`src/rtl/ebra_pkg.sv`:
```
package ebra_pkg;

  // register file geometry
  localparam int NumRegs  = 16;
  localparam int RegIdxW  = 4;
  localparam int DataW    = 8;
  localparam int OpW      = 5;

  localparam logic [RegIdxW-1:0] FlagIdx = 4'hF;
  localparam logic [DataW-1:0]   MsbMask = 8'h80;
  localparam logic [DataW-1:0]   ByteMax = 8'd255;

  // operation codes
  typedef enum logic [OpW-1:0] {
    OpCopy = 5'd0,
    OpOr   = 5'd1,
    OpAnd  = 5'd2,
    OpXor  = 5'd3,
    OpAdd  = 5'd4,
    OpSub  = 5'd5,
    OpShr  = 5'd6,
    OpSubn = 5'd7,
    OpShl  = 5'd14,
    OpLoad = 5'd16
  } op_e;

  // what the alu decides for one item
  typedef struct packed {
    logic [DataW-1:0] res;
    logic [DataW-1:0] flag;
    logic             wr_x;
    logic             wr_flag;
    logic             known;
  } alu_res_t;

endpackage

```
`src/rtl/ebra_ram.sv`:
```
module ebra_ram #(
  parameter int Width = 8,
  parameter int Depth = 16
) (
  input  logic                     clk_i,
  input  logic                     we_i,
  input  logic [$clog2(Depth)-1:0] waddr_i,
  input  logic [Width-1:0]         wdata_i,
  input  logic                     re_i,
  input  logic [$clog2(Depth)-1:0] raddr_i,
  output logic [Width-1:0]         rdata_o
);

  logic [Width-1:0] mem_q [Depth];
  logic [Width-1:0] rdata_q;

  // write port
  always_ff @(posedge clk_i) begin
    if (we_i) begin
      mem_q[waddr_i] <= wdata_i;
    end
  end

  // registered read port, old data on a same-address write
  always_ff @(posedge clk_i) begin
    if (re_i) begin
      rdata_q <= mem_q[raddr_i];
    end
  end

  assign rdata_o = rdata_q;

endmodule

```
`src/rtl/ebra_alu.sv`:
```
module ebra_alu import ebra_pkg::*; (
  input  logic [OpW-1:0]   op_i,
  input  logic [DataW-1:0] vx_i,
  input  logic [DataW-1:0] vy_i,
  input  logic [DataW-1:0] ld_i,
  input  logic             legacy_i,
  output alu_res_t         res_o
);

  logic [DataW:0]   sum;
  logic [DataW-1:0] shift_src;

  assign sum       = {1'b0, vx_i} + {1'b0, vy_i};
  assign shift_src = legacy_i ? vy_i : vx_i;

  // operation decode and datapath
  always_comb begin
    res_o.res     = vx_i;
    res_o.flag    = '0;
    res_o.wr_x    = 1'b1;
    res_o.wr_flag = 1'b1;
    res_o.known   = 1'b1;
    case (op_i)
      OpCopy: begin
        res_o.res     = vy_i;
        res_o.wr_flag = 1'b0;
      end
      OpOr: begin
        res_o.res     = vx_i | vy_i;
        res_o.wr_flag = legacy_i;
      end
      OpAnd: begin
        res_o.res     = vx_i & vy_i;
        res_o.wr_flag = legacy_i;
      end
      OpXor: begin
        res_o.res     = vx_i ^ vy_i;
        res_o.wr_flag = legacy_i;
      end
      OpAdd: begin
        res_o.res  = sum[DataW-1:0];
        res_o.flag = {{(DataW-1){1'b0}}, sum > {1'b0, ByteMax}};
      end
      OpSub: begin
        res_o.res  = vx_i - vy_i;
        res_o.flag = {{(DataW-1){1'b0}}, vy_i <= vx_i};
      end
      OpShr: begin
        res_o.res  = shift_src >> 1;
        res_o.flag = {{(DataW-1){1'b0}}, shift_src[0]};
      end
      OpSubn: begin
        res_o.res  = vy_i - vx_i;
        res_o.flag = {{(DataW-1){1'b0}}, vx_i <= vy_i};
      end
      OpShl: begin
        res_o.res  = shift_src << 1;
        res_o.flag = {{(DataW-1){1'b0}}, (shift_src & MsbMask) != '0};
      end
      OpLoad: begin
        res_o.res     = ld_i;
        res_o.wr_flag = 1'b0;
      end
      default: begin
        res_o.wr_x    = 1'b0;
        res_o.wr_flag = 1'b0;
        res_o.known   = 1'b0;
      end
    endcase
  end

endmodule

```
`src/rtl/eight_bit_register_alu_top.sv`:
```
// channel | signals                                   | direction
// --------+-------------------------------------------+----------
// in      | in_valid_i/in_ready_o, operation_i,       | input
//         | reg_x_i, reg_y_i, load_value_i            |
// out     | out_valid_o/out_ready_i, x_value_o,       | output
//         | flag_value_o, recognized_o                |
// cfg     | legacy_mode_we_i, legacy_mode_i           | input
//
// one item per cycle while the output is not stalled; the result passes the register read
// in the two ram copies at accept, then alu and write-back into the output register.
// a write feeding the next item's read is forwarded from a last-write register.
// reset clears the entry valid bits at once, so no clearing pass is needed.
// a stalled output holds the alu stage, and in_ready_o drops only then.
module eight_bit_register_alu_top import ebra_pkg::*; #(
  parameter int NUM_REGS = NumRegs
) (
  input  logic               clk_i,
  input  logic               rst_ni,
  input  logic               legacy_mode_we_i,
  input  logic               legacy_mode_i,
  input  logic               in_valid_i,
  output logic               in_ready_o,
  input  logic [OpW-1:0]     operation_i,
  input  logic [RegIdxW-1:0] reg_x_i,
  input  logic [RegIdxW-1:0] reg_y_i,
  input  logic [DataW-1:0]   load_value_i,
  output logic               out_valid_o,
  input  logic               out_ready_i,
  output logic [DataW-1:0]   x_value_o,
  output logic [DataW-1:0]   flag_value_o,
  output logic               recognized_o
);

  logic legacy_q;

  logic               s1_valid_q;
  logic [OpW-1:0]     s1_op_q;
  logic [RegIdxW-1:0] s1_x_q;
  logic [RegIdxW-1:0] s1_y_q;
  logic [DataW-1:0]   s1_ld_q;

  logic               lw_valid_q;
  logic [RegIdxW-1:0] lw_addr_q;
  logic [DataW-1:0]   lw_data_q;

  logic [NUM_REGS-1:0] vld_q;
  logic [DataW-1:0]    vf_q;
  logic [DataW-1:0]    vf_d;

  logic               out_valid_q;
  logic [DataW-1:0]   x_value_q;
  logic [DataW-1:0]   flag_value_q;
  logic               recognized_q;
  logic [DataW-1:0]   x_value_d;

  logic             in_accept;
  logic             s1_adv;
  logic [DataW-1:0] ram_x_rd;
  logic [DataW-1:0] ram_y_rd;
  logic [DataW-1:0] vx;
  logic [DataW-1:0] vy;
  logic             ram_we;
  alu_res_t         alu_res;

  // handshake
  assign s1_adv     = s1_valid_q && (!out_valid_q || out_ready_i);
  assign in_ready_o = !s1_valid_q || s1_adv;
  assign in_accept  = in_valid_i && in_ready_o;

  // configuration register
  always_ff @(posedge clk_i or negedge rst_ni) begin
    if (!rst_ni) begin
      legacy_q <= 1'b1;
    end else if (legacy_mode_we_i) begin
      legacy_q <= legacy_mode_i;
    end
  end

  // two copies of the register file, one read port each
  ebra_ram #(.Width(DataW), .Depth(NUM_REGS)) u_ram_x (
    .clk_i   (clk_i),
    .we_i    (ram_we),
    .waddr_i (s1_x_q),
    .wdata_i (alu_res.res),
    .re_i    (in_accept),
    .raddr_i (reg_x_i),
    .rdata_o (ram_x_rd)
  );

  ebra_ram #(.Width(DataW), .Depth(NUM_REGS)) u_ram_y (
    .clk_i   (clk_i),
    .we_i    (ram_we),
    .waddr_i (s1_x_q),
    .wdata_i (alu_res.res),
    .re_i    (in_accept),
    .raddr_i (reg_y_i),
    .rdata_o (ram_y_rd)
  );

  // read stage register
  always_ff @(posedge clk_i or negedge rst_ni) begin
    if (!rst_ni) begin
      s1_valid_q <= 1'b0;
    end else if (in_accept) begin
      s1_valid_q <= 1'b1;
    end else if (s1_adv) begin
      s1_valid_q <= 1'b0;
    end
  end

  always_ff @(posedge clk_i) begin
    if (in_accept) begin
      s1_op_q <= operation_i;
      s1_x_q  <= reg_x_i;
      s1_y_q  <= reg_y_i;
      s1_ld_q <= load_value_i;
    end
  end

  // operand select: flag flop, forwarded write, unwritten entry, ram
  always_comb begin
    if (s1_x_q == FlagIdx) begin
      vx = vf_q;
    end else if (lw_valid_q && lw_addr_q == s1_x_q) begin
      vx = lw_data_q;
    end else if (vld_q[s1_x_q]) begin
      vx = ram_x_rd;
    end else begin
      vx = '0;
    end
    if (s1_y_q == FlagIdx) begin
      vy = vf_q;
    end else if (lw_valid_q && lw_addr_q == s1_y_q) begin
      vy = lw_data_q;
    end else if (vld_q[s1_y_q]) begin
      vy = ram_y_rd;
    end else begin
      vy = '0;
    end
  end

  ebra_alu u_alu (
    .op_i     (s1_op_q),
    .vx_i     (vx),
    .vy_i     (vy),
    .ld_i     (s1_ld_q),
    .legacy_i (legacy_q),
    .res_o    (alu_res)
  );

  // write-back; the flag register lives in a flop, the flag write wins
  assign ram_we = s1_adv && alu_res.wr_x && (s1_x_q != FlagIdx);

  always_comb begin
    if (alu_res.wr_flag) begin
      vf_d = alu_res.flag;
    end else if (alu_res.wr_x && s1_x_q == FlagIdx) begin
      vf_d = alu_res.res;
    end else begin
      vf_d = vf_q;
    end
    if (s1_x_q == FlagIdx) begin
      x_value_d = vf_d;
    end else if (alu_res.wr_x) begin
      x_value_d = alu_res.res;
    end else begin
      x_value_d = vx;
    end
  end

  always_ff @(posedge clk_i or negedge rst_ni) begin
    if (!rst_ni) begin
      vf_q       <= '0;
      vld_q      <= '0;
      lw_valid_q <= 1'b0;
    end else begin
      if (s1_adv) begin
        vf_q <= vf_d;
      end
      if (ram_we) begin
        vld_q[s1_x_q] <= 1'b1;
        lw_valid_q    <= 1'b1;
      end
    end
  end

  always_ff @(posedge clk_i) begin
    if (ram_we) begin
      lw_addr_q <= s1_x_q;
      lw_data_q <= alu_res.res;
    end
  end

  // output register
  always_ff @(posedge clk_i or negedge rst_ni) begin
    if (!rst_ni) begin
      out_valid_q <= 1'b0;
    end else if (s1_adv) begin
      out_valid_q <= 1'b1;
    end else if (out_ready_i) begin
      out_valid_q <= 1'b0;
    end
  end

  always_ff @(posedge clk_i) begin
    if (s1_adv) begin
      x_value_q    <= x_value_d;
      flag_value_q <= vf_d;
      recognized_q <= alu_res.known;
    end
  end

  assign out_valid_o  = out_valid_q;
  assign x_value_o    = x_value_q;
  assign flag_value_o = flag_value_q;
  assign recognized_o = recognized_q;

  // checks
  a_adv_gives_out: assert property (@(posedge clk_i) disable iff (!rst_ni)
    s1_adv |=> out_valid_o)
    else $error("alu stage advanced without a result");

  a_ram_no_flag: assert property (@(posedge clk_i) disable iff (!rst_ni)
    ram_we |-> (s1_x_q != FlagIdx))
    else $error("flag register written into ram");

  a_stage_holds: assert property (@(posedge clk_i) disable iff (!rst_ni)
    (s1_valid_q && !s1_adv) |=> (s1_valid_q && $stable(s1_x_q) && $stable(s1_op_q)))
    else $error("stalled alu stage lost its item");

  a_flag_result: assert property (@(posedge clk_i) disable iff (!rst_ni)
    s1_adv |=> (flag_value_o == vf_q))
    else $error("reported flag differs from flag register");

endmodule
```
`config.mk`:
```
export PLATFORM = sky130hd
export DESIGN_NAME = eight_bit_register_alu_top
export DESIGN_NICKNAME = d
export VERILOG_FILES = /design/src/rtl/ebra_pkg.sv /design/src/rtl/ebra_ram.sv /design/src/rtl/ebra_alu.sv /design/src/rtl/eight_bit_register_alu_top.sv
export SDC_FILE = /design/constraint.sdc
export NUM_CORES = 1
export LEC_CHECK = 0
export BUFFER_PORTS_ARGS = -buffer_cell sky130_fd_sc_hd__buf_2
export CORE_MARGIN = 4
export CORE_UTILIZATION = 50
export CTS_BUF_LIST = sky130_fd_sc_hd__clkbuf_4
export CTS_CLUSTER_DIAMETER = 100
export DETAILED_ROUTE_END_ITERATION = 16
export MAX_ROUTING_LAYER = met4
export PLACE_DENSITY = 0.67
export SETUP_SLACK_MARGIN = 0.02
export SYNTH_ARGS = -nofsm -noshare
export SYNTH_HDL_FRONTEND = slang
export SYNTH_SLANG_ARGS = --single-unit
```
`constraint.sdc`:
```
create_clock -name clk_i -period 8.2 [get_ports clk_i]
set_clock_uncertainty 0.05 [all_clocks]
set_input_delay 0.82 -clock clk_i [delete_from_list [all_inputs] [get_ports clk_i]]
set_output_delay 0.82 -clock clk_i [all_outputs]
set_load 0.005 [all_outputs]
```
## Word level (Yosys, flattened, before mapping)

Memories as Yosys holds them, arrays and structs flattened. A register that Yosys moved wholly into a read port is not among the register bits.
Cells that the tools add are included.

- Register bits: 78
- Memory bits (writable): 256
- Bits of input ports: 27
- Word-level logic and storage cells: 89
- Memories: 2

Memory list:

| name | depth | bits a word | read ports | clocked after memory_dff | write ports | line | source |
|---|---|---|---|---|---|---|---|
| u_ram_x.mem_q | 16 | 8 | 1 | 1 | 1 | ebra_ram.sv:14 | `logic [Width-1:0] mem_q [Depth];` |
| u_ram_y.mem_q | 16 | 8 | 1 | 1 | 1 | ebra_ram.sv:14 |  |

- Add/sub/neg operators: 3
- $lt $le $gt $ge: 6
- Equal/unequal tests: 14
- Mux-type cells: 27
- Bitwise logic cells: 4
- Reductions and logical operators: 18

Operator list:

| operator | count |
|---|---|
| 2-to-1 mux 8 bit | 11 |
| one-hot mux 8 bit (10 select lines) | 1 |
| == test 5 x 3 -> 1 bit, second input constant | 4 |
| <= comparator 8 bit | 2 |
| OR 16 bit | 1 |
| subtractor 8 bit | 2 |
| == test 5 x 2 -> 1 bit, second input constant | 2 |
| < comparator 4 x 5 -> 1 bit, second input constant | 2 |
| 2-to-1 mux 1 bit | 10 |
| OR reduction 10 bit | 1 |
| adder 8 x 8 -> 9 bit | 1 |
| greater-than comparator 9 x 8 -> 1 bit, second input constant | 1 |
| AND 8 bit | 1 |
| binary-select mux 1 bit (select 4 bit) | 2 |
| == test 4 bit | 2 |
| == test 4 bit, second input constant | 2 |
| logical AND 1 bit | 8 |
| OR 8 bit | 1 |
| bitwise XOR 8 bit | 1 |
| == test 5 x 1 -> 1 bit, second input constant | 1 |
| == test 5 x 4 -> 1 bit, second input constant | 1 |
| == test 5 bit, second input constant | 1 |
| zero test 5 bit | 1 |
| one-hot mux 1 bit (5 select lines) | 1 |
| 9 further kinds | 12 |

## Logic depth before layout (Yosys ltp)

Gate-level depths: netlist (run 1).

- Depth after elaboration: 10
- Gate-level depth with buffers: 21
- Gate-level depth less buffers: 19

## Modules after synthesis

From an unflattened synthesis (run 1), not the netlist that was laid out.

- Cells, all modules: 1059
- Area total of the unflattened synthesis: 16355.7 sq um

By module, submodules not included:

| module | times used | cells an instance | area each (sq um) | sequential area each (sq um) |
|---|---|---|---|---|
| ebra_ram | 2 | 229 | 5227.5 | 4083.9 |
| eight_bit_register_alu_top | 1 | 322 | 3958.8 | 2203.4 |
| ebra_alu | 1 | 279 | 1941.9 | 0.0 |

## Least setup slack after synthesis (run 1)

No wires, ideal clock.

- Path type: reg-to-reg
- From: register s1_y_q[0]
- To: register lw_data_q[6], data pin
- Arrival time: 3.925 ns
- Required time: 7.848 ns
- Setup slack: 3.923 ns
- Cell stages (with the launch flop): 19
- Buffers on the path: 1
- Clock period less this slack: 4.277 ns
- Cell sequence: edfxtp_1 buf_6 mux4_1 mux2i_1 mux2i_4 a31oi_1 a21oi_1 ha_1 fa_1 nand2_1 nand2_1 a21oi_1 o21bai_1 a21oi_1 nand2_1 a41o_1 nand4_1 nor2_1 mux2i_1

RTL lines:

| element | line | source |
|---|---|---|
| start, declared | eight_bit_register_alu_top.sv:39 | `logic [RegIdxW-1:0] s1_y_q;` |
| start signal, assigned | eight_bit_register_alu_top.sv:115 | `s1_y_q <= reg_y_i;` |
| end signal, assigned | eight_bit_register_alu_top.sv:190 | `lw_data_q <= alu_res.res;` |
| end, declared | eight_bit_register_alu_top.sv:44 | `logic [DataW-1:0] lw_data_q;` |

==> metrics.md, run 1 <==
| Metric | Value |
|---|---|
| Max_cap viols | 0 |
| Biggest area consumer among synthesized cells | edfxtp_1 |
| GPL Wtd Cong | 1.04 |
| HPWL after DPL | 21300 µm |
| Post-synth EDFFs | 194 |
| Post-CTS Repair Setup Buffers | 0 |
| Unrepaired setup endpoints after global routing | no |
| Worst Setup Start Kind | register |
| Final Setup Violations | 0 |
| Hold-fix buffers, CTS | 0 |
| Fin nets | 999 |
| WL/cell | 24.1 µm |
| Share of the yosys chip area belonging to registers | 0.550 |
| Critical path, cell by cell | mux4_1, mux2i_1, mux2i_4, nand3_1, a31oi_1, ha_1, inv_1, o21ai_0, a21oi_1, o21ai_0, a21oi_1, o21ai_0, a41o_1, nand4_1, nor2_1, mux2i_1 |
| Hold crit path type | primary input to asynchronous set/reset pin |
| Asr flop ratio synth | 0.126 |
| Pwr Density | 233 mW/mm² |
| TritonCTS clock tree | built |
| CP required | 8470 ps |
| Internal power | 2170 µW |
| Vias | 7985 |
| Grt ovf | 0 |
| Synth unique cells | 75 |
| Synth top area share | 0.491 |
| Setup TNS | 0 ps |
| Min Tclk post-route | 5400 ps |
| Part of the power in registers | 0.451 |
| IO Pins | 46 |
| Leakage power | 0.00485 µW |
| Comb pwr share | 0.224 |
| GR Util All Layers | 0.250 |
| Crit-path max FO | 17 |
| Synth warn | 0 |
| Crit path max-delay family | multiplexers |
| CP max stage cell | mux2i_1 |
| Largest net degree at the start of global routing | 38 |
| CTS root buf | clkbuf_4 |
| Max-slew violations | 0 |
| Status | completed |
| Switching power | 931 µW |
| I/O Buffers | 45 |
| First-pass GRT wire length | 47900 µm |
| Flops & latches, synth | 222 |
| CP arrival | 5670 ps |
| Clk network pwr share | 0.325 |
| H-tree depth | 2 |
| Hold Violations, Final | 0 |
| Clk sink count | 222 |
| CP bufs+invs | 1 |
| Final ANT Viol Nets | 0 |
| First DRT Iteration DRCs | 853 |
| Synth area leaders | edfxtp_1 49%, mux4_2 16%, dfrtp_1 5.7% |
| Period utilization | 0.658 |
| Vias in the first global route | 8068 |
| DRC viols | 0 |
| # rows | 56 |
| Crit. End Element | register |
| Commonest non-fill, non-tap cell in the layout | edfxtp_1 |
| Ys flop type | edfxtp_1 |
| Post-Route WL | 31300 µm |
| Post-Synthesis Cell Area | 0.0119 mm² |
| Post-Syn Instances | 845 |
| Commonest non-fill, non-tap cells in the layout | 194 x edfxtp_1, 90 x clkbuf_4, 84 x mux4_2 |
| Most used cell along the critical path | o21ai_0 |
| Die H | 162 µm |
| Clock transition at path regs | 60 ps |
| CTS-repair resized insts | 0 |
| Initial core utilization | 0.507 |
| Overall power | 3100 µW |
| Peak supply drop | 0.000162 V |
| Switching share of total power | 0.300 |
| Layout area overhead | 12.3% |
| Mean Syn Cell Area | 14.0 µm² |
| Peak Freq | 0.185 GHz |
| CTS max path bufs | 3 |
| Clk_lat worst skew | 700 ps |
| Via/cell ratio | 6.13 |
| Initial antenna violation count | 1 |
| Share of layout cells above drive strength 1 | 0.297 |
| Die area | 0.0263 mm² |
| Max incr delay on CP | 940 ps |
| TritonCTS Buffers | 57 |
| Worst-margin pin slew | 1180 ps |
| Die extent in x | 162 µm |
| Max_slew headroom | 0.192 |
| Crit Path Category | register to register |
| Core Area | 0.0234 mm² |
| Drt pass-1 iters | 5 |
[cells in the mapped netlist, types with 13 or more instances]
cell type    n
nor2_1      67
or2_2       20
nand2_1     51
a21oi_1     36
nand3_1     19
inv_1       36
ha_1        35
xnor2_1     14
mux2i_1     13
a31oi_1     13
dfrtp_1     27
o21ai_0     37
nor3_1      26
mux4_2      84
edfxtp_1   194
clkbuf_1    29
[area by class of cell]
| class | instances | area (µm²) |
|---|---|---|
| antenna | 1 | 2.50 |
| clock buffer | 90 | 676 |
| clock inverter | 15 | 120 |
| fill | 1957 | 10100 |
| inverter | 36 | 135 |
| multi-input combinational | 546 | 5030 |
| sequential | 222 | 6530 |
| tap | 319 | 399 |
| timing repair buffer | 73 | 435 |
[worst register-to-register path: stages, from the launching register on]
cell and delay, ps:
edfxtp_1 520, mux4_1 400, mux2i_1 100, mux2i_4 330
nand3_1 160, a31oi_1 470, ha_1 420, inv_1 310
o21ai_0 150, a21oi_1 230, o21ai_0 120, a21oi_1 210
o21ai_0 130, a41o_1 280, nand4_1 100, nor2_1 120
mux2i_1 940
[power by group through the flow]
| stage | logic [µW] | registers, µW | clock network [µW] |
|---|---|---|---|
| 2_1_floorplan | 493 | 1390 | 0 |
| 3_5_place_dp | 682 | 1420 | 0 |
| 5_1_grt | 754 | 1400 | 1110 |
| 6_report | 695 | 1400 | 1010 |
| 3_3_place_gp | 684 | 1420 | 0 |
| 4_1_cts | 686 | 1400 | 1040 |
[flip-flops by register name, indices dropped and copies added (netlist names), 5 cells and up]
name             count
flag_value_o         8
s1_op_q              5
u_ram_x.rdata_o      8
vf_q                 8
vld_q               16
u_ram_y.mem_q      128
lw_data_q            8
u_ram_y.rdata_o      8
x_value_o            8
s1_ld_q              8
[stage by stage]
step,hold slack [ps],instance area [µm²],utilization,worst slack [ps],std cells
floorplan,387,11900,-,3920,852
global placement,361,12500,0.535,2970,1196
detailed placement,364,12500,0.535,2910,1196
CTS,107,13300,0.569,2900,1301
global route,139,13300,0.569,2360,1302
finish,123,13300,0.569,2800,1302
[per-layer routing]
metal  track usage  wire [µm]  vias to the layer above
li1              -          -                     3542
met1         0.309      12100                     3991
met2         0.413      15900                      373
met3        0.0464       2290                       79
met4        0.0984       1110                        0
met5             -          0                        -
[worst paths after layout]
path	cells after the start	to	slack, ps	from
max in group asynchronous	1	vf_q[0]	7460	rst_ni
worst max-delay path	16	u_ram_y.mem_q[3][6]	2800	s1_y_q[0]
worst max register to register	16	u_ram_y.mem_q[3][6]	2800	s1_y_q[0]
worst min-delay path	1	out_valid_o	120	rst_ni
min in group clk_i	2	legacy_q	230	legacy_mode_we_i
worst min register to register	0	vld_q[15]	370	vld_q[15]
[logic make-up (layout without fill, tap and decap cells)]
logic type,count (synthesis),after routing,synth area share
other cells,1,9,0.000316
xor+xnor,15,15,0.0111
fa+ha+maj,36,36,0.0386
mux,105,105,0.184
buf+inv,84,214,0.0285
compound gates,160,160,0.0971
simple gates,222,222,0.0903
flops,222,222,0.550
Power figures use the tool's default switching activity.
==> inputs of run 2 (changes only) <==
--- a/config.mk
+++ b/config.mk
@@ -5,6 +5,7 @@
 export SDC_FILE = /design/constraint.sdc
 export NUM_CORES = 1
 export LEC_CHECK = 0
+export ABC_AREA = 1
 export BUFFER_PORTS_ARGS = -buffer_cell sky130_fd_sc_hd__buf_2
 export CORE_MARGIN = 4
 export CORE_UTILIZATION = 50
==> constraint.sdc (replaced) <==
create_clock -name clk_i -period 5.6 [get_ports clk_i]
set_clock_uncertainty 0.05 [all_clocks]
set_input_delay 0.56 -clock clk_i [delete_from_list [all_inputs] [get_ports clk_i]]
set_output_delay 0.56 -clock clk_i [all_outputs]
set_load 0.005 [all_outputs]
==> run 2 against run 1 <==
Combinational power increased by 45%; non-clock buffer count increased by 3; critical path depth increased by 9; sequential cell count unchanged; synthesized area increased by 4.2%; power increased by 45%; sequential power increased by 49%; synthesized cell count increased by 63%; final cell count increased by 41%; fmax increased by 11%; die area increased by 3.9%; largest power group unchanged; largest cell class unchanged; first-iteration DRC count increased by 3.3%.
==> metrics.md, run 2 <==
| Metric | Value |
|---|---|
| Ys flop type | edfxtp_1 |
| CP Launch Point | s1_x_q[0] |
| H-tree depth | 2 |
| Initial antenna violation count | 2 |
| Switching share of total power | 0.329 |
| Reg-to-reg setup timing slack | 740 ps |
| Clk sink count | 222 |
| Flops & latches, synth | 222 |
| Met3 GRT Util | 0.0397 |
| Post-Synthesis Cell Area | 0.0124 mm² |
| Largest reg by FF count | u_ram_y.mem_q |
| Cell with the most instances after synthesis | nand2_1 |
| Clock transition at path regs | 70 ps |
| # rows | 57 |
| Vias in the first global route | 10100 |
| Initial core utilization | 0.508 |
| Peak supply drop | 0.000193 V |
| Clk_lat worst skew | 750 ps |
| Period utilization | 0.868 |
| CP bufs+invs | 5 |
| DRC viols | 0 |
| First DRT Iteration DRCs | 881 |
| Vias | 10200 |
| CP arrival | 5250 ps |
| Die area | 0.0273 mm² |
| Critical path endpoint | x_value_o[6] |
| Final Setup Violations | 0 |
| Unrepaired setup endpoints after global routing | no |
| Reg2reg start | s1_x_q[0] |
| Synth warn | 0 |
| Most Used Layer, Global Route | met2 |
| Synth unique cells | 58 |
| IO Pins | 46 |
| Regs by FF count | u_ram_y.mem_q (128), vld_q (16) |
| Setup WS pre-CTS | 813 ps |
| FF-to-FF path depth | 25 |
| Worst Setup Start Kind | register |
| R2R Path End | x_value_o[6] |
| Max_slew headroom | 0.189 |
| Share of the yosys chip area belonging to registers | 0.528 |
| Crit. End Element | register |
| Hold crit path type | primary input to register |
| Via/cell ratio | 5.59 |
| Min Tclk post-route | 4860 ps |
| Most used cell along the critical path | nand2_1 |
| Leakage power | 0.00576 µW |
| Comb pwr share | 0.225 |
| Layout area overhead | 11.3% |
| First-pass GRT wire length | 56100 µm |
| Hold Violations, Final | 0 |
| Pwr Density | 327 mW/mm² |
| CP max stage cell | edfxtp_1 |
| Internal power | 3020 µW |
| Mean Syn Cell Area | 8.97 µm² |
| Post-Route WL | 36000 µm |
| Post-Syn Instances | 1378 |
| CP Depth | 25 |
| Crit path max-delay family | simple AND/OR/NAND/NOR gates |
| Clk network pwr share | 0.310 |
| Die H | 165 µm |
| Worst-margin pin slew | 1210 ps |
| Setup TNS | 0 ps |
| Synth area leaders | edfxtp_1 47%, nand2_1 8.0%, dfrtp_1 5.5% |
| CTS max path bufs | 3 |
| Commonest non-fill, non-tap cell in the layout | nand2_1 |
| WL/cell | 19.6 µm |
| Peak Freq | 0.206 GHz |
| Status | completed |
| Max-slew violations | 0 |
| Asr flop ratio synth | 0.126 |
| HPWL after DPL | 24500 µm |
| CTS root buf | clkbuf_4 |
| Max reg flops | 128 |
| I/O Buffers | 45 |
| Largest net degree at the start of global routing | 99 |
| Share of layout cells above drive strength 1 | 0.142 |
| Part of the power in registers | 0.465 |
| Crit-path max FO | 18 |
| Drt pass-1 iters | 5 |
| Commonest non-fill, non-tap cells in the layout | 264 x nand2_1, 194 x edfxtp_1, 154 x inv_1 |
| CP required | 5990 ps |
| TritonCTS clock tree | built |
| GPL Wtd Cong | 0.937 |
| Synth cell count leaders | 264 x nand2_1, 194 x edfxtp_1, 154 x inv_1 |
| Switching power | 1480 µW |
| Post-synth EDFFs | 194 |
| GR Util All Layers | 0.277 |
| Max incr delay on CP | 690 ps |
| TritonCTS Buffers | 59 |
| FILL cells | 2238 |
| Final ANT Viol Nets | 0 |
| GR Util met2 | 0.465 |
| Grt ovf | 0 |
| GR Layer Usage met1 | 0.331 |
| Fin nets | 1520 |
| Crit Path Category | register to register |
| Max_cap viols | 0 |
| Post-layout worst setup margin | 737 ps |
| Biggest area consumer among synthesized cells | edfxtp_1 |
| Core Area | 0.0243 mm² |
| Die extent in x | 165 µm |
| Synth top area share | 0.471 |
[run 2: changes by cell type after synthesis, moves of 14 or more]
cell	change
a21oi_1	+97
nor2_1	+22
inv_1	+118
o21ai_1	+26
mux4_2	-84
clkbuf_1	+14
nand3_1	+83
nor3_1	-23
o211ai_1	+33
o21ai_0	+92
nand2_1	+213
[run 2: cell families (layout without fill, tap and decap cells)]
logic type | count (synthesis) | after routing | synth area share
adder cells (fa/ha/maj) | 36 | 36 | 0.0370
XOR/XNOR | 3 | 3 | 0.00213
buffers and inverters | 234 | 352 | 0.0759
flip-flops | 222 | 222 | 0.528
AO/OA/AOI/OAI | 374 | 374 | 0.174
other | 1 | 11 | 0.000303
AND/OR/NAND/NOR | 508 | 508 | 0.182
[run 2: worst reg2reg max path, stage by stage, from the launching register on]
cell and delay [ps]:
edfxtp_1 690, inv_2 160, nand2_1 90, nand2_1 50, nand2_1 50, nand2_1 60, nand2_1 90, nand4_2 200
nand3_1 130, nand2_1 60, o21ai_1 230, inv_1 120, ha_1 430, nor2_1 140, inv_1 60, o21ai_0 230
inv_1 120, o21ai_0 200, xor2_1 160, o211ai_1 100, a21oi_1 150, nand3_1 150, inv_1 80, nand4_1 550
nand2_1 210, nand2_1 70
[run 2: power by group through the flow]
stage	combinational [µW]	clock, µW	sequential (µW)
6_report	1010	1390	2090
3_3_place_gp	994	0	2120
3_5_place_dp	993	0	2130
2_1_floorplan	679	0	2090
5_1_grt	1130	1520	2100
4_1_cts	1010	1420	2090
[run 2: how the worst min path moves through the flow]
stage	startpoint	to	slack, ps	depth (start not counted)
global placement	vld_q[15]	vld_q[15]	390	0
CTS	out_ready_i	out_valid_o	20	4
floorplan	rst_ni	lw_valid_q	210	0
detailed placement	vld_q[15]	vld_q[15]	380	0
global route	out_ready_i	out_valid_o	30	4
finish	out_ready_i	out_valid_o	50	4
[run 2: area by class of cell]
cell class | instances | area, µm² | area share
diodes | 3 | 7.51 | 0.000546
clock buffers | 86 | 646 | 0.0469
clock inverters | 21 | 93.8 | 0.00682
inverters | 169 | 651 | 0.0473
multi-input cells | 929 | 4920 | 0.358
flip-flops and latches | 222 | 6530 | 0.474
well taps | 324 | 405 | 0.0295
repair buffers | 76 | 505 | 0.0367
[run 2: per-stage QoR]
step	utilization	power, µW	area [µm²]	std cells	hold slack (ps)
6_report	0.566	4490	13800	1830	47.6
2_1_floorplan	-	2770	12400	1385	214
3_5_place_dp	0.528	3120	12800	1703	378
4_1_cts	0.565	4520	13800	1827	19.5
5_1_grt	0.566	4760	13800	1830	33.2
3_3_place_gp	0.528	3120	12800	1703	391
[run 2: layer usage]
| metal | up-vias | part of all wire |
|---|---|---|
| met5 | - | 0 |
| met4 | 0 | 0.046 |
| met3 | 101 | 0.060 |
| met2 | 391 | 0.50 |
| met1 | 4765 | 0.39 |
| li1 | 4980 | - |
[run 2: repair_timing]
item,CTS,global route
hold buffers,17,0
setup buffers,0,0
gates resized for setup,0,0
hold endpoints to repair,42,0
==> inputs of run 3 (changes only) <==
--- a/config.mk
+++ b/config.mk
@@ -14,6 +14,7 @@
 export DETAILED_ROUTE_END_ITERATION = 16
 export MAX_ROUTING_LAYER = met4
 export PLACE_DENSITY = 0.67
+export RECOVER_POWER = 100
 export SETUP_SLACK_MARGIN = 0.02
 export SYNTH_ARGS = -nofsm -noshare
 export SYNTH_HDL_FRONTEND = slang
==> constraint.sdc (replaced) <==
create_clock -name clk_i -period 5.2 [get_ports clk_i]
set_clock_uncertainty 0.05 [all_clocks]
set_input_delay 0.52 -clock clk_i [delete_from_list [all_inputs] [get_ports clk_i]]
set_output_delay 0.52 -clock clk_i [all_outputs]
set_load 0.005 [all_outputs]
==> run 3 against run 2 <==
The run now ends with max-capacitance violations, max-slew violations left; critical endpoint is now u_ram_y.mem_q[8][2]; critical path depth decreased by 5; sequential power increased by 8%; core utilization about the same; hold slack improved by 13 ps.
==> metrics.md, run 3 (synthesis gave the netlist of run 2 again) <==
| Metric | Value |
|---|---|
| Leakage power | 0.00571 µW |
| First DRT Iteration DRCs | 766 |
| Unrepaired setup endpoints after global routing | no |
| Fin nets | 1532 |
| Pwr Density | 355 mW/mm² |
| Vias | 10400 |
| Max incr delay on CP | 1030 ps |
| # rows | 57 |
| Die area | 0.0273 mm² |
| Final Hold Slack | 60.8 ps |
| Largest reg by FF count | u_ram_y.mem_q |
| Regs by FF count | u_ram_y.mem_q (128), vld_q (16) |
| Initial antenna violation count | 1 |
| Clk sink count | 222 |
| CP bufs+invs | 5 |
| Crit path max-delay family | compound AO/OA/AOI/OAI gates |
| Drt pass-1 iters | 5 |
| TritonCTS Buffers | 60 |
| Max_cap viols | 5 |
| H-tree depth | 2 |
| CP Depth | 20 |
| Via/cell ratio | 5.63 |
| Final ANT Viol Nets | 0 |
| Max-slew violations | 294 |
| CP required | 5730 ps |
| Peak Freq | 0.212 GHz |
| Vias in the first global route | 10200 |
| Core Area | 0.0243 mm² |
| Critical path, cell by cell | clkbuf_1, o21ai_1, nor2_2, nand3_4, clkinv_4, a21oi_2, a21oi_4, inv_1, ha_1, inv_1, nand2_4, ha_1, nor2_1, nand2_1, a21oi_1, a311oi_1, nand4_1, a21oi_1, a22oi_1, buf_4 |
| Hold Violations, Final | 0 |
| HPWL after DPL | 24900 µm |
| Layout area overhead | 11.3% |
| First-pass GRT wire length | 56400 µm |
| Crit. End Element | register |
| Peak supply drop | 0.000266 V |
| Commonest non-fill, non-tap cells in the layout | 264 x nand2_1, 194 x edfxtp_1, 157 x inv_1 |
| DRC viols | 0 |
| Initial core utilization | 0.508 |
| Crit-path max FO | 10 |
| CP arrival | 5240 ps |
| Grt ovf | 0 |
| CTS root buf | clkbuf_4 |
| Worst Setup Start Kind | register |
| Max_slew headroom | -1.36 |
| Min Tclk post-route | 4720 ps |
| CTS max path bufs | 3 |
| GPL Wtd Cong | 0.968 |
| Hold Crit Depth | 4 |
| Period utilization | 0.908 |
| Clock transition at path regs | 70 ps |
| Die H | 165 µm |
| Die extent in x | 165 µm |
| WL/cell | 19.7 µm |
| Commonest non-fill, non-tap cell in the layout | nand2_1 |
| DP Area | 0.0129 mm² |
| FILL cells | 2301 |
| Final core occ | 0.566 |
| FF-to-FF path depth | 20 |
| GR Util All Layers | 0.278 |
| I/O Buffers | 45 |
| Hold crit path type | primary input to register |
| Failing checks | max-capacitance violations, max-slew violations |
| Crit Path Category | register to register |
| CP max stage cell | a22oi_1 |
| Final Setup Violations | 0 |
| Worst-margin pin slew | 3540 ps |
| Post-Route WL | 36400 µm |
| IO Pins | 46 |
| Overall power | 4880 µW |
| Clk_lat worst skew | 730 ps |
| Share of layout cells above drive strength 1 | 0.119 |
| Status | complete, but fails checks |
| Setup TNS | 0 ps |
| TritonCTS clock tree | built |
| Max reg flops | 128 |
| Largest net degree at the start of global routing | 93 |
| Final instance area | 0.0138 mm² |
## run 3: cell count changes in the layout (fill, tap and decap cells not counted), sizes merged
cell,delta
diode,-1
buf,-25
clkinvlp,-1
clkinv,+6
clkbuf,+37
## run 3: worst register-to-register path, delay by kind of cell, from the launching register on
family | cells | cell delay, ps
simple gates | 6 | 810
compound gates | 7 | 1840
buf+inv | 5 | 990
flops | 1 | 460
fa+ha+maj | 2 | 420
## run 3: path summary, 6_finish.rpt
kind	start	endpoint	slack, ps
worst min register to register	vld_q[15]	vld_q[15]	380
max in group asynchronous	rst_ni	vld_q[3]	3310
worst max-delay path	s1_x_q[0]	u_ram_y.mem_q[8][2]	480
worst min-delay path	out_ready_i	out_valid_o	60
min in group asynchronous	rst_ni	vld_q[8]	730
worst max register to register	s1_x_q[0]	u_ram_y.mem_q[8][2]	480
## run 3: where the power goes
part | internal [µW] | leakage, µW | switching (µW) | total, µW
Sequential | 2160 | 0.00214 | 88.1 | 2250
Combinational | 326 | 0.00311 | 767 | 1090
Clock | 777 | 0.000457 | 756 | 1530
## run 3: final cells by class
| cell class | instances | area [µm²] | share of cell area |
|---|---|---|---|
| diodes | 2 | 5.00 | 0.000364 |
| flip-flops and latches | 222 | 6530 | 0.475 |
| clock inverters | 26 | 115 | 0.00837 |
| clock buffers | 87 | 653 | 0.0475 |
| well taps | 324 | 405 | 0.0295 |
| inverters | 169 | 651 | 0.0473 |
| multi-input cells | 929 | 4880 | 0.355 |
| repair buffers | 87 | 514 | 0.0374 |
## run 3: timing repair
item / 4_1_cts / 5_1_grt
gates resized for setup: 0 / 0
endpoints found under the hold margin: 42 / 0
hold buffers: 17 / 0
setup buffers: 0 / 6
setup endpoints to repair: 0 / 20
## run 3: metrics by stage
step                      std cells  setup WS [ps]
final                          1846            480
after global routing           1846            106
after CTS                      1838            342
after detailed placement       1708            418
after global placement         1708            465
after floorplan                1385           1340
## run 3: metal layers
| metal | track usage | wire length [µm] | vias to the layer above |
|---|---|---|---|
| li1 | - | - | 5002 |
| met1 | 0.326 | 14500 | 4892 |
| met2 | 0.472 | 18200 | 382 |
| met3 | 0.0367 | 1930 | 109 |
| met4 | 0.136 | 1770 | 0 |
| met5 | - | 0 | - |
